[src/sv/hta_pkg.sv]
// ----------------------------------------------------------------------------
// hta_pkg
// Command and status codes, and the control and status bundles that pass
// between the allocator controller and its datapath.
// ----------------------------------------------------------------------------
package hta_pkg;

    localparam logic [2:0] CMD_CREATE  = 3'd0;
    localparam logic [2:0] CMD_DESTROY = 3'd1;
    localparam logic [2:0] CMD_ALLOC   = 3'd2;
    localparam logic [2:0] CMD_GET     = 3'd3;
    localparam logic [2:0] CMD_FREE    = 3'd4;

    localparam logic [2:0] ST_OK       = 3'd0;
    localparam logic [2:0] ST_BAD_INST = 3'd1;
    localparam logic [2:0] ST_NULL     = 3'd2;
    localparam logic [2:0] ST_FULL     = 3'd3;
    localparam logic [2:0] ST_NO_INST  = 3'd4;
    localparam logic [2:0] ST_EMPTY    = 3'd5;

    typedef struct packed {
        logic       load;
        logic       clr_step;
        logic       create;
        logic       kill;
        logic       sweep_step;
        logic       a_read;
        logic       a_check;
        logic       rem_step;
        logic       h_read;
        logic       h_check;
        logic       set_st;
        logic [2:0] st_code;
        logic       publish;
    } hta_cmd_t;

    typedef struct packed {
        logic [2:0] command;
        logic       inst_ok;
        logic       pl_zero;
        logic       h_zero;
        logic       rem_done;
        logic       sweep_last;
        logic       clr_last;
        logic       slot_free;
        logic       tries_last;
        logic       out_busy;
    } hta_stat_t;

endpackage

[src/sv/hta_ctrl.sv]
// ----------------------------------------------------------------------------
// hta_ctrl
// Sequencer for the allocator: clearing pass, command decode, slot scan,
// handle reduction, table sweep and result hand-off.
// ----------------------------------------------------------------------------
module hta_ctrl import hta_pkg::*; (
    input  logic      aclk,
    input  logic      aresetn,
    input  logic      s_valid,
    output logic      s_ready,
    input  hta_stat_t stat,
    output hta_cmd_t  cmd
);

    localparam logic [3:0] S_CLR   = 4'd0;
    localparam logic [3:0] S_IDLE  = 4'd1;
    localparam logic [3:0] S_EXEC  = 4'd2;
    localparam logic [3:0] S_SWEEP = 4'd3;
    localparam logic [3:0] S_AREAD = 4'd4;
    localparam logic [3:0] S_ACHK  = 4'd5;
    localparam logic [3:0] S_REM   = 4'd6;
    localparam logic [3:0] S_HREAD = 4'd7;
    localparam logic [3:0] S_HCHK  = 4'd8;
    localparam logic [3:0] S_FIN   = 4'd9;

    logic [3:0] state_reg;
    logic [3:0] state_next;

    always_ff @(posedge aclk) begin
        if (!aresetn) begin
            state_reg <= S_CLR;
        end else begin
            state_reg <= state_next;
        end
    end

    assign s_ready = (state_reg == S_IDLE);

    always_comb begin
        cmd        = '0;
        state_next = state_reg;
        case (state_reg)
            S_CLR: begin
                cmd.clr_step = 1'b1;
                if (stat.clr_last) state_next = S_IDLE;
            end
            S_IDLE: begin
                if (s_valid) begin
                    cmd.load   = 1'b1;
                    state_next = S_EXEC;
                end
            end
            S_EXEC: begin
                state_next = S_FIN;
                if (stat.command == CMD_CREATE) begin
                    cmd.create = 1'b1;
                end else if (stat.command inside {CMD_DESTROY, CMD_ALLOC, CMD_GET, CMD_FREE}) begin
                    if (!stat.inst_ok) begin
                        cmd.set_st  = 1'b1;
                        cmd.st_code = ST_BAD_INST;
                    end else if (stat.command == CMD_DESTROY) begin
                        cmd.kill   = 1'b1;
                        state_next = S_SWEEP;
                    end else if (stat.command == CMD_ALLOC) begin
                        if (stat.pl_zero) begin
                            cmd.set_st  = 1'b1;
                            cmd.st_code = ST_NULL;
                        end else begin
                            state_next = S_AREAD;
                        end
                    end else begin
                        if (stat.h_zero) begin
                            cmd.set_st  = 1'b1;
                            cmd.st_code = ST_EMPTY;
                        end else begin
                            state_next = S_REM;
                        end
                    end
                end
            end
            S_SWEEP: begin
                cmd.sweep_step = 1'b1;
                if (stat.sweep_last) state_next = S_FIN;
            end
            S_AREAD: begin
                cmd.a_read = 1'b1;
                state_next = S_ACHK;
            end
            S_ACHK: begin
                cmd.a_check = 1'b1;
                if (stat.slot_free) begin
                    state_next = S_FIN;
                end else if (stat.tries_last) begin
                    cmd.set_st  = 1'b1;
                    cmd.st_code = ST_FULL;
                    state_next  = S_FIN;
                end else begin
                    state_next = S_AREAD;
                end
            end
            S_REM: begin
                cmd.rem_step = 1'b1;
                if (stat.rem_done) state_next = S_HREAD;
            end
            S_HREAD: begin
                cmd.h_read = 1'b1;
                state_next = S_HCHK;
            end
            S_HCHK: begin
                cmd.h_check = 1'b1;
                state_next  = S_FIN;
            end
            S_FIN: begin
                if (!stat.out_busy) begin
                    cmd.publish = 1'b1;
                    state_next  = S_IDLE;
                end
            end
            default: begin
                state_next = S_IDLE;
            end
        endcase
    end

endmodule

[config.mk]
export PLATFORM = sky130hd
export DESIGN_NAME = hta_ctrl
export DESIGN_NICKNAME = d
export VERILOG_FILES = /design/src/sv/hta_pkg.sv /design/src/sv/hta_ctrl.sv
export SDC_FILE = /design/constraint.sdc
export NUM_CORES = 1
export LEC_CHECK = 0
export BUFFER_PORTS_ARGS = -buffer_cell sky130_fd_sc_hd__buf_2
export CORE_MARGIN = 2
export CORE_UTILIZATION = 42
export DETAILED_ROUTE_END_ITERATION = 10
export PLACE_DENSITY = 0.74
export SLEW_MARGIN = 0
export SYNTH_ARGS = -nofsm -noshare
export SYNTH_HDL_FRONTEND = slang
export SYNTH_SLANG_ARGS = --single-unit
[constraint.sdc]
create_clock -name aclk -period 1.65 [get_ports aclk]
set_input_delay 0.33 -clock aclk [delete_from_list [all_inputs] [get_ports aclk]]
set_output_delay 0.33 -clock aclk [all_outputs]
set_load 0.05 [all_outputs]
==> flow_summary_export.csv, run 1 <==
group,metric,value,unit
timing,max_slew_margin,0.721,
finish,fin_util,0.972,
outcome,violations,"negative setup slack",
synth,synth.net_count,109,
outcome,status,"finished with violations",
setup_path,arrival,1.66,ns
synth,synth_cell_type_count,38,
finish,layout_commonest_cell,"buf_4",
hold_path,worstHoldEndpoint,"state_reg[0]",
clock_network,cts_buffer_depth,2,
timing,layout_setup_ws,-0.340,ns
routing,ant_nets,0,
routing,drc_errors,0,
place,dpl_worst_slack,-0.0913,ns
die,die_area,1830,um2
clock_network,cts_buffers,3,
setup_path,path_class,"in -> out",
synth,ys_ff_latch,4,
power_and_ir_drop,vdd_drop_max,0.000374,V
timing,post-route-min-period,1.99,ns
global_routing,grt_pass1_vias,940,
timing,finalCritPeriodShare,1.21,
power_and_ir_drop,cell_internal_pwr,0.363,mW
synth,avgSynthCellArea,6.72,um2
global_routing,grt_pass1_wl,4440,um
die,coreArea,1350,um2
finish,largest_register_ffs,4,
timing,rsz0062_at_grt,"yes",
finish,multiInputGateArea,682,um2
global_routing,grt_antenna_before_repair,0,
timing,setup_violations,12,
power_and_ir_drop,powerDensity,515,nW/um2
die,die_y,42.8,um
clock_network,clockRootBuffer,"clkbuf_4",
place,gp_congestion,0.853,
finish,seq_area,90.1,um2
setup_path,r2r-start,"state_reg[0]",
synth,yosys_warnings,0,
synth,netlist_area,632,um2
routing,drtPass1Iterations,5,
routing,wirelength,3890,um
synth,syn_inst,94,
power_and_ir_drop,combPwrFrac,0.615,
setup_path,reg2reg_to,"state_reg[0]",
place,port_buffers,30,
die,io_pins,31,
finish,layout_common_cells,"buf_4 (18), buf_2 (15), buf_6 (14)",
setup_path,cp-start-kind,"primary input",
run,maxCapViolations,0,
power_and_ir_drop,p_leak,0.532,nW
timing,skew,0.0159,ns
die,num_rows,13,
die,initial_core_util,0.468,
synth,ys_seq_area_frac,0.127,
routing,vias,1105,
routing,drt_iter0_markers,127,
setup_path,reg2reg_setup_slack,-0.01,ns
timing,drv_slew,0,
global_routing,grtUsageTotal,0.326,
finish,nFillCells,24,
clock_network,cts_tree,"built",
power_and_ir_drop,swShare,0.462,
synth,synthFlopType,"dfxtp_1",
synth,async_flop_share,0,
routing,drt-wirelength-per-cell,24.6,um
clock_network,cts_max_level,1,
setup_path,worst_setup_path_end_kind,"primary output",
hold_path,hold_start,"aresetn",
clock_network,postCtsHoldBufs,0,
finish,nNetsFinal,160,
die,die_w,42.8,um
synth,synth-edff-count,0,
timing,fmax,503,MHz
setup_path,crit_path_max_fanout,5,
timing,worst_pin_slew,0.414,ns
finish,drive_gt1_frac,0.636,
global_routing,grt_max_degree,15,
timing,hold_viol_final,0,
routing,vias_per_cell,6.99,
power_and_ir_drop,power_frac_seq,0.166,
hold_path,hold_path_class,"in -> reg",
clock_network,cts.reportedPaths.clkPinSlew,0.05,ns
setup_path,r2r_cells,7,
finish,flow.area_growth_from_synthesis,108,%
clock_network,clkLatencyLatePin,0.27,ns
setup_path,cp.required,1.32,ns
global_routing,grt_overflow,0,
clock_network,numClockSinks,4,
power_and_ir_drop,switchingPower,0.313,mW
hold_path,hold-path-cell-count,2,
power_and_ir_drop,clockPowerShare,0.220,
finish,diodes,0,
place,hpwl,1610,um
-- per-layer routing --
metal | track usage | routed length, um | up-vias
li1 | - | - | 444
met1 | 0.384 | 1260 | 486
met2 | 0.552 | 1740 | 138
met3 | 0.0851 | 528 | 37
met4 | 0.138 | 354 | 0
met5 | 0 | 0 | -
-- cell families after synthesis --
kind of cell / count (synthesis) / synth area share
AOI/OAI and AO/OA: 28 / 0.301
buffers and inverters: 11 / 0.0970
and+or+nand+nor: 50 / 0.461
DFF: 4 / 0.127
xor gates and xnor gates: 1 / 0.0139
-- worst max-delay path by stage --
stage	start	end	slack (ns)	cells after the start
global placement	state_reg[3]	cmd[4]	-0.05	5
global route	stat[9]	cmd[1]	-0.33	8
floorplan	state_reg[1]	state_reg[3]	-0.31	6
finish	stat[9]	cmd[1]	-0.34	8
detailed placement	stat[9]	cmd[4]	-0.09	6
CTS	state_reg[3]	cmd[4]	-0.22	5
-- Yosys cell counts (2+ instances only) --
| library cell | count | area share |
|---|---|---|
| buf_2 | 4 | 0.032 |
| nor3_1 | 4 | 0.032 |
| and2_1 | 2 | 0.020 |
| dfxtp_1 | 4 | 0.13 |
| buf_6 | 2 | 0.036 |
| nor2b_1 | 5 | 0.050 |
| o21bai_1 | 2 | 0.024 |
| nand2_1 | 9 | 0.053 |
| nor3b_1 | 4 | 0.048 |
| clkbuf_1 | 2 | 0.012 |
| a21oi_1 | 5 | 0.040 |
| nor2_1 | 9 | 0.053 |
| nand2b_1 | 5 | 0.050 |
| nand4b_1 | 2 | 0.028 |
| o21ai_0 | 8 | 0.063 |
| nand3_1 | 2 | 0.016 |
| inv_1 | 3 | 0.018 |
| nor4_1 | 2 | 0.020 |
-- layout make-up --
type	count	share of cell area
Clock buffer	3	0.0172
Inverter	3	0.0162
Sequential cell	4	0.0686
Tap cell	15	0.0143
Timing Repair Buffer	54	0.364
Multi-Input combinational cell	79	0.520
-- through the flow --
| step | cells | cell area [um2] | hold slack (ns) | TNS, ns | power (mW) |
|---|---|---|---|---|---|
| finish | 158 | 1310 | 0.339 | -1.91 | 0.676 |
| global route | 158 | 1310 | 0.350 | -2.40 | 0.695 |
| CTS | 156 | 1190 | 0.350 | -1.29 | 0.585 |
| detailed placement | 148 | 987 | 0.609 | -0.275 | 0.373 |
| global placement | 148 | 987 | 0.603 | -0.124 | 0.367 |
| floorplan | 94 | 751 | 0.469 | -1.61 | 0.306 |
-- power groups by stage --
stage	sequential (mW)	combinational, mW	clock (mW)
2_1_floorplan	0.111	0.196	0
3_3_place_gp	0.112	0.256	0
3_5_place_dp	0.112	0.261	0
4_1_cts	0.113	0.333	0.139
5_1_grt	0.112	0.427	0.157
6_report	0.112	0.415	0.149
-- critical path, stage by stage --
cell       delay, ns
buf_2           0.14
buf_4           0.16
nand2_1         0.10
nand2_1         0.09
a21oi_1         0.20
a2bb2oi_1       0.36
o21bai_4        0.11
buf_6           0.16
-- what timing repair did --
action / CTS / global route
gates resized for setup: 43 / 35
buffers inserted: 5 / 3
hold endpoints to repair: 0 / 0
setup endpoints to repair: 13 / 16
pin swaps: 7 / 7
Power figures use the tool's default switching activity.
==> run 2: changes to the inputs <==
- PLACE_DENSITY: 0.74 -> 0.8
==> run 2 against run 1 <==
The run still ends with negative setup slack left. Count of clock-buffer cells in the layout is the same. Sequential share of layout area is essentially flat. Cell count is 0.63% lower. Die area is the same. Global-route usage is 0.99 points higher. First-iteration DRC count rose by 2.4%. Via count rose by 1.7%. Largest cell class unchanged. Largest power group unchanged.
==> flow_summary_export.csv, run 2 (synthesized netlist as in run 1, its figures left out) <==
group,metric,value,unit
setup_path,reg2reg_to,"state_reg[0]",
die,initial_core_util,0.468,
die,die_y,42.8,um
setup_path,r2r_cells,7,
timing,rsz0062_at_grt,"yes",
timing,skew,0.00157,ns
finish,stdcell_count,157,
setup_path,critPathTopFamily,"simple AND/OR/NAND/NOR gates",
setup_path,r2r-start,"state_reg[0]",
finish,layout_commonest_cell,"buf_4",
timing,post-route-min-period,1.93,ns
clock_network,postCtsHoldBufs,0,
routing,ant_nets,0,
outcome,status,"finished with violations",
timing,worst_pin_slew,0.510,ns
setup_path,worstPathCellList,"nand2b_4 -> or3_4 -> nor2_4 -> and4b_4 -> buf_8",
routing,drt_iter0_markers,130,
finish,largest_register_ffs,4,
finish,postLayoutCellArea,1280,um2
power_and_ir_drop,p_leak,0.533,nW
place,port_buffers,30,
clock_network,cts_max_level,1,
finish,seq_area,87.6,um2
setup_path,cpMaxStageDelayCell,"or3_4",
outcome,violations,"negative setup slack",
global_routing,grtUsageTotal,0.336,
routing,vias_per_cell,7.16,
place,hpwl,1660,um
place,gp_congestion,0.934,
setup_path,cp-start-kind,"flip-flop",
global_routing,grt_max_degree,12,
finish,layout_common_cells,"buf_4 (18), buf_2 (15), buf_6 (13)",
global_routing,grt_pass1_wl,4600,um
finish,nFillCells,39,
hold_path,hold-path-cell-count,2,
routing,vias,1124,
timing,layout_setup_ws,-0.280,ns
clock_network,cts_buffer_depth,2,
routing,wirelength,3880,um
timing,drv_slew,0,
finish,diodes,0,
setup_path,slowest_delay,0.38,ns
setup_path,path_class,"reg -> out",
finish,nNetsFinal,159,
clock_network,cts_tree,"built",
power_and_ir_drop,vdd_drop_max,0.000400,V
routing,drtPass1Iterations,5,
die,die_area,1830,um2
timing,finalCritPeriodShare,1.17,
global_routing,grt_overflow,0,
timing,setup_violations,13,
routing,drc_errors,0,
setup_path,arrival,1.60,ns
clock_network,cts.reportedPaths.clkPinSlew,0.04,ns
place,dpl_worst_slack,-0.0948,ns
hold_path,hold_path_class,"in -> reg",
global_routing,grt_pass1_vias,982,
place,dp.cells,148,
clock_network,numClockSinks,4,
setup_path,cp.required,1.32,ns
timing,hold_viol_final,0,
setup_path,crit_path_max_fanout,3,
die,io_pins,31,
die,coreArea,1350,um2
setup_path,reg2reg_setup_slack,-0.03,ns
timing,fmax,518,MHz
finish,multiInputGateArea,677,um2
clock_network,clkLatencyLatePin,0.25,ns
run,maxCapViolations,0,
setup_path,worst_setup_path_end_kind,"primary output",
routing,drt-wirelength-per-cell,24.7,um
global_routing,grt_antenna_before_repair,0,
clock_network,clockRootBuffer,"clkbuf_4",
clock_network,cts_buffers,3,
power_and_ir_drop,powerDensity,508,nW/um2
hold_path,hold_start,"aresetn",
die,die_w,42.8,um
die,num_rows,13,
setup_path,crit_buf_inv,1,
hold_path,worstHoldEndpoint,"state_reg[0]",
finish,flow.area_growth_from_synthesis,103,%
finish,drive_gt1_frac,0.613,
place,place_area,987,um2
timing,max_slew_margin,0.657,
-- run 2: cell count changes in the layout (fill, tap and decap cells not counted), sizes merged --
cell,previous run,this run
buf,54,53
-- run 2: layout make-up --
type,count,share of cell area
Inverter,3,0.0107
Tap cell,15,0.0146
Clock buffer,3,0.0176
Multi-Input combinational cell,79,0.528
Timing Repair Buffer,53,0.360
Sequential cell,4,0.0684
-- run 2: stage by stage --
stage          TNS, ns  power [mW]  utilization  hold WS, ns
2_1_floorplan    -1.61       0.306            -        0.469
3_3_place_gp    -0.118       0.369        0.731        0.611
3_5_place_dp    -0.289       0.378        0.731        0.617
4_1_cts          -1.42       0.563        0.850        0.359
5_1_grt          -2.02       0.667        0.949        0.365
6_report         -1.62       0.650        0.949        0.377
-- run 2: timing repair --
item	CTS	global route
setup buffers	2	5
resized for setup	38	29
setup endpoints to repair	12	14
pin swaps	3	6
hold endpoints to repair	0	0
-- run 2: per-layer routing --
layer,track usage,up-vias,share of wire
li1,-,442,-
met1,0.407,514,0.35
met2,0.542,123,0.44
met3,0.0936,45,0.14
met4,0.156,0,0.073
met5,0,-,0
-- run 2: worst max path at each step --
stage / start / cells past startpoint / end / slack, ns
floorplan: state_reg[1] / 6 / state_reg[3] / -0.31
global placement: state_reg[3] / 5 / cmd[4] / -0.06
detailed placement: stat[9] / 6 / cmd[4] / -0.09
CTS: state_reg[3] / 5 / cmd[11] / -0.25
global route: state_reg[3] / 5 / cmd[11] / -0.32
finish: state_reg[3] / 5 / cmd[11] / -0.28
-- run 2: worst register-to-register path: stages (launching register included) --
cell,delay [ns]
dfxtp_4,0.36
buf_6,0.14
buf_6,0.13
nor3b_1,0.28
o21bai_1,0.21
nand2_1,0.14
a21oi_1,0.06
o221a_2,0.25
-- run 2: power breakdown --
group,total (mW),internal (mW),leakage (nW),switching (mW)
logic,0.403,0.170,0.484,0.234
clock network,0.134,0.0821,0.0138,0.0519
registers,0.113,0.105,0.0346,0.00791
total,0.650,0.357,0.533,0.293
==> run 3: changes to the inputs <==
- CAP_MARGIN: unset -> 15
- CTS_CLUSTER_DIAMETER: unset -> 40
- GPL_TIMING_DRIVEN: unset -> 0
==> run 3 against run 2 <==
Combinational power shrank 9.4%. The flow still finishes with violations (negative setup slack). Sequential power barely moved. Maximum frequency is 3.4% lower. Largest power group unchanged. First-iteration DRC count down 57%.
==> flow_summary_export.csv, run 3 (synthesized netlist as in run 1, its figures left out) <==
group,metric,value,unit
timing,worst_pin_slew,0.492,ns
power_and_ir_drop,p_leak,0.517,nW
die,die_area,1830,um2
die,die_y,42.8,um
finish,multiInputGateArea,674,um2
setup_path,worst_setup_path_end_kind,"primary output",
global_routing,grt_max_degree,11,
setup_path,path_class,"reg -> out",
routing,vias,1015,
routing,ant_nets,0,
timing,hold_ws,0.376,ns
finish,postLayoutCellArea,1270,um2
place,dpl_worst_slack,-0.359,ns
clock_network,cts_buffers,3,
routing,drc_errors,0,
timing,hold_viol_final,0,
routing,wirelength,3040,um
finish,nFillCells,40,
die,initial_core_util,0.468,
place,gp_congestion,0.851,
clock_network,numClockSinks,4,
global_routing,grtUsageTotal,0.291,
global_routing,grt_pass1_wl,4120,um
hold_path,hold-path-cell-count,2,
setup_path,reg2reg_setup_slack,0.07,ns
finish,drive_gt1_frac,0.621,
global_routing,grt.busiest_layer,"met2",
global_routing,grt_overflow,0,
place,hpwl,1510,um
finish,seq_area,90.1,um2
routing,vias_per_cell,6.55,
power_and_ir_drop,powerDensity,481,nW/um2
setup_path,endpoint,"cmd[11]",
place,place_area,910,um2
routing,drt_iter0_markers,56,
power_and_ir_drop,power,0.610,mW
finish,diodes,0,
clock_network,clkLatencyLatePin,0.25,ns
setup_path,cp.required,1.32,ns
setup_path,crit_start,"state_reg[3]",
global_routing,gr-usage-met3,0.0426,
clock_network,cts_tree,"built",
timing,drv_slew,0,
die,coreArea,1350,um2
global_routing,grt_antenna_before_repair,0,
global_routing,met1_usage,0.352,
die,die_w,42.8,um
die,io_pins,31,
routing,drtPass1Iterations,4,
finish,nNetsFinal,157,
finish,layout_common_cells,"buf_2 (15), buf_4 (15), buf_6 (13)",
timing,skew,0.00221,ns
timing,finalCritPeriodShare,1.21,
timing,rsz0062_at_grt,"yes",
run,maxCapViolations,0,
power_and_ir_drop,vdd_drop_max,0.000490,V
clock_network,cts.reportedPaths.clkPinSlew,0.04,ns
timing,setup_violations,10,
setup_path,reg2reg_to,"state_reg[0]",
clock_network,cts_buffer_depth,2,
timing,fmax,501,MHz
clock_network,clockRootBuffer,"clkbuf_4",
global_routing,met2_usage,0.506,
outcome,violations,"negative setup slack",
routing,drt-wirelength-per-cell,19.6,um
die,num_rows,13,
timing,post-route-min-period,2.00,ns
setup_path,arrival,1.67,ns
setup_path,crit_path_max_fanout,4,
outcome,status,"finished with violations",
place,port_buffers,28,
finish,flow.area_growth_from_synthesis,101,%
global_routing,grt_pass1_vias,932,
timing,max_slew_margin,0.672,
hold_path,hold_path_class,"in -> reg",
finish,largest_register_ffs,4,
clock_network,cts_max_level,1,
setup_path,cp-start-kind,"flip-flop",
timing,setup_tns,-2.13,ns
timing,layout_setup_ws,-0.347,ns
setup_path,r2r_cells,8,
setup_path,r2r-start,"state_reg[2]",
## run 3: changes by cell type in the layout (fill, tap and decap cells not counted), moves of 2 or more
cell and change:
buf_4 -3, nor2_2 +3, nor2_1 -2, buf_8 -2
## run 3: layer usage
layer	vias up	routed length (um)	part of all wire
met5	-	0	0
met4	0	125	0.041
met3	19	287	0.094
met2	74	1490	0.49
met1	485	1140	0.38
li1	437	-	-
## run 3: power breakdown
group / internal, mW / leakage, nW / switching, mW
combinational: 0.153 / 0.468 / 0.213
clock: 0.0822 / 0.0138 / 0.0519
sequential: 0.103 / 0.0349 / 0.00695
## run 3: final cells by class
cell class	count	share of cell area
well taps	15	0.0148
multi-input cells	79	0.532
plain buffers	7	0.0385
flip-flops and latches	4	0.0711
inverters	3	0.0168
clock buffers	3	0.0178
repair buffers	44	0.309
## run 3: worst min path at each step
stage             from           end
6_report       aresetn  state_reg[0]
3_3_place_gp   stat[0]  state_reg[3]
5_1_grt        aresetn  state_reg[0]
4_1_cts        aresetn  state_reg[0]
3_5_place_dp   aresetn  state_reg[0]
2_1_floorplan  aresetn  state_reg[0]
## run 3: through the flow
stage / std cells / util
global route: 155 / 0.939
CTS: 153 / 0.883
global placement: 137 / 0.674
detailed placement: 137 / 0.674
finish: 155 / 0.939
floorplan: 94 / -
## run 3: worst max-delay path, stage by stage (launching register included)
cell and delay [ns]:
dfxtp_2 0.33, nand2b_4 0.14, or3_4 0.44, nor2_4 0.11, and4b_4 0.24, buf_8 0.15
## run 3: repair_timing
item                       CTS  global route
buffers inserted            13             3
cloned                       0             0
gates resized for setup     45            21
setup endpoints to repair   12            17
hold buffers                 0             0
pin swaps                    9             4
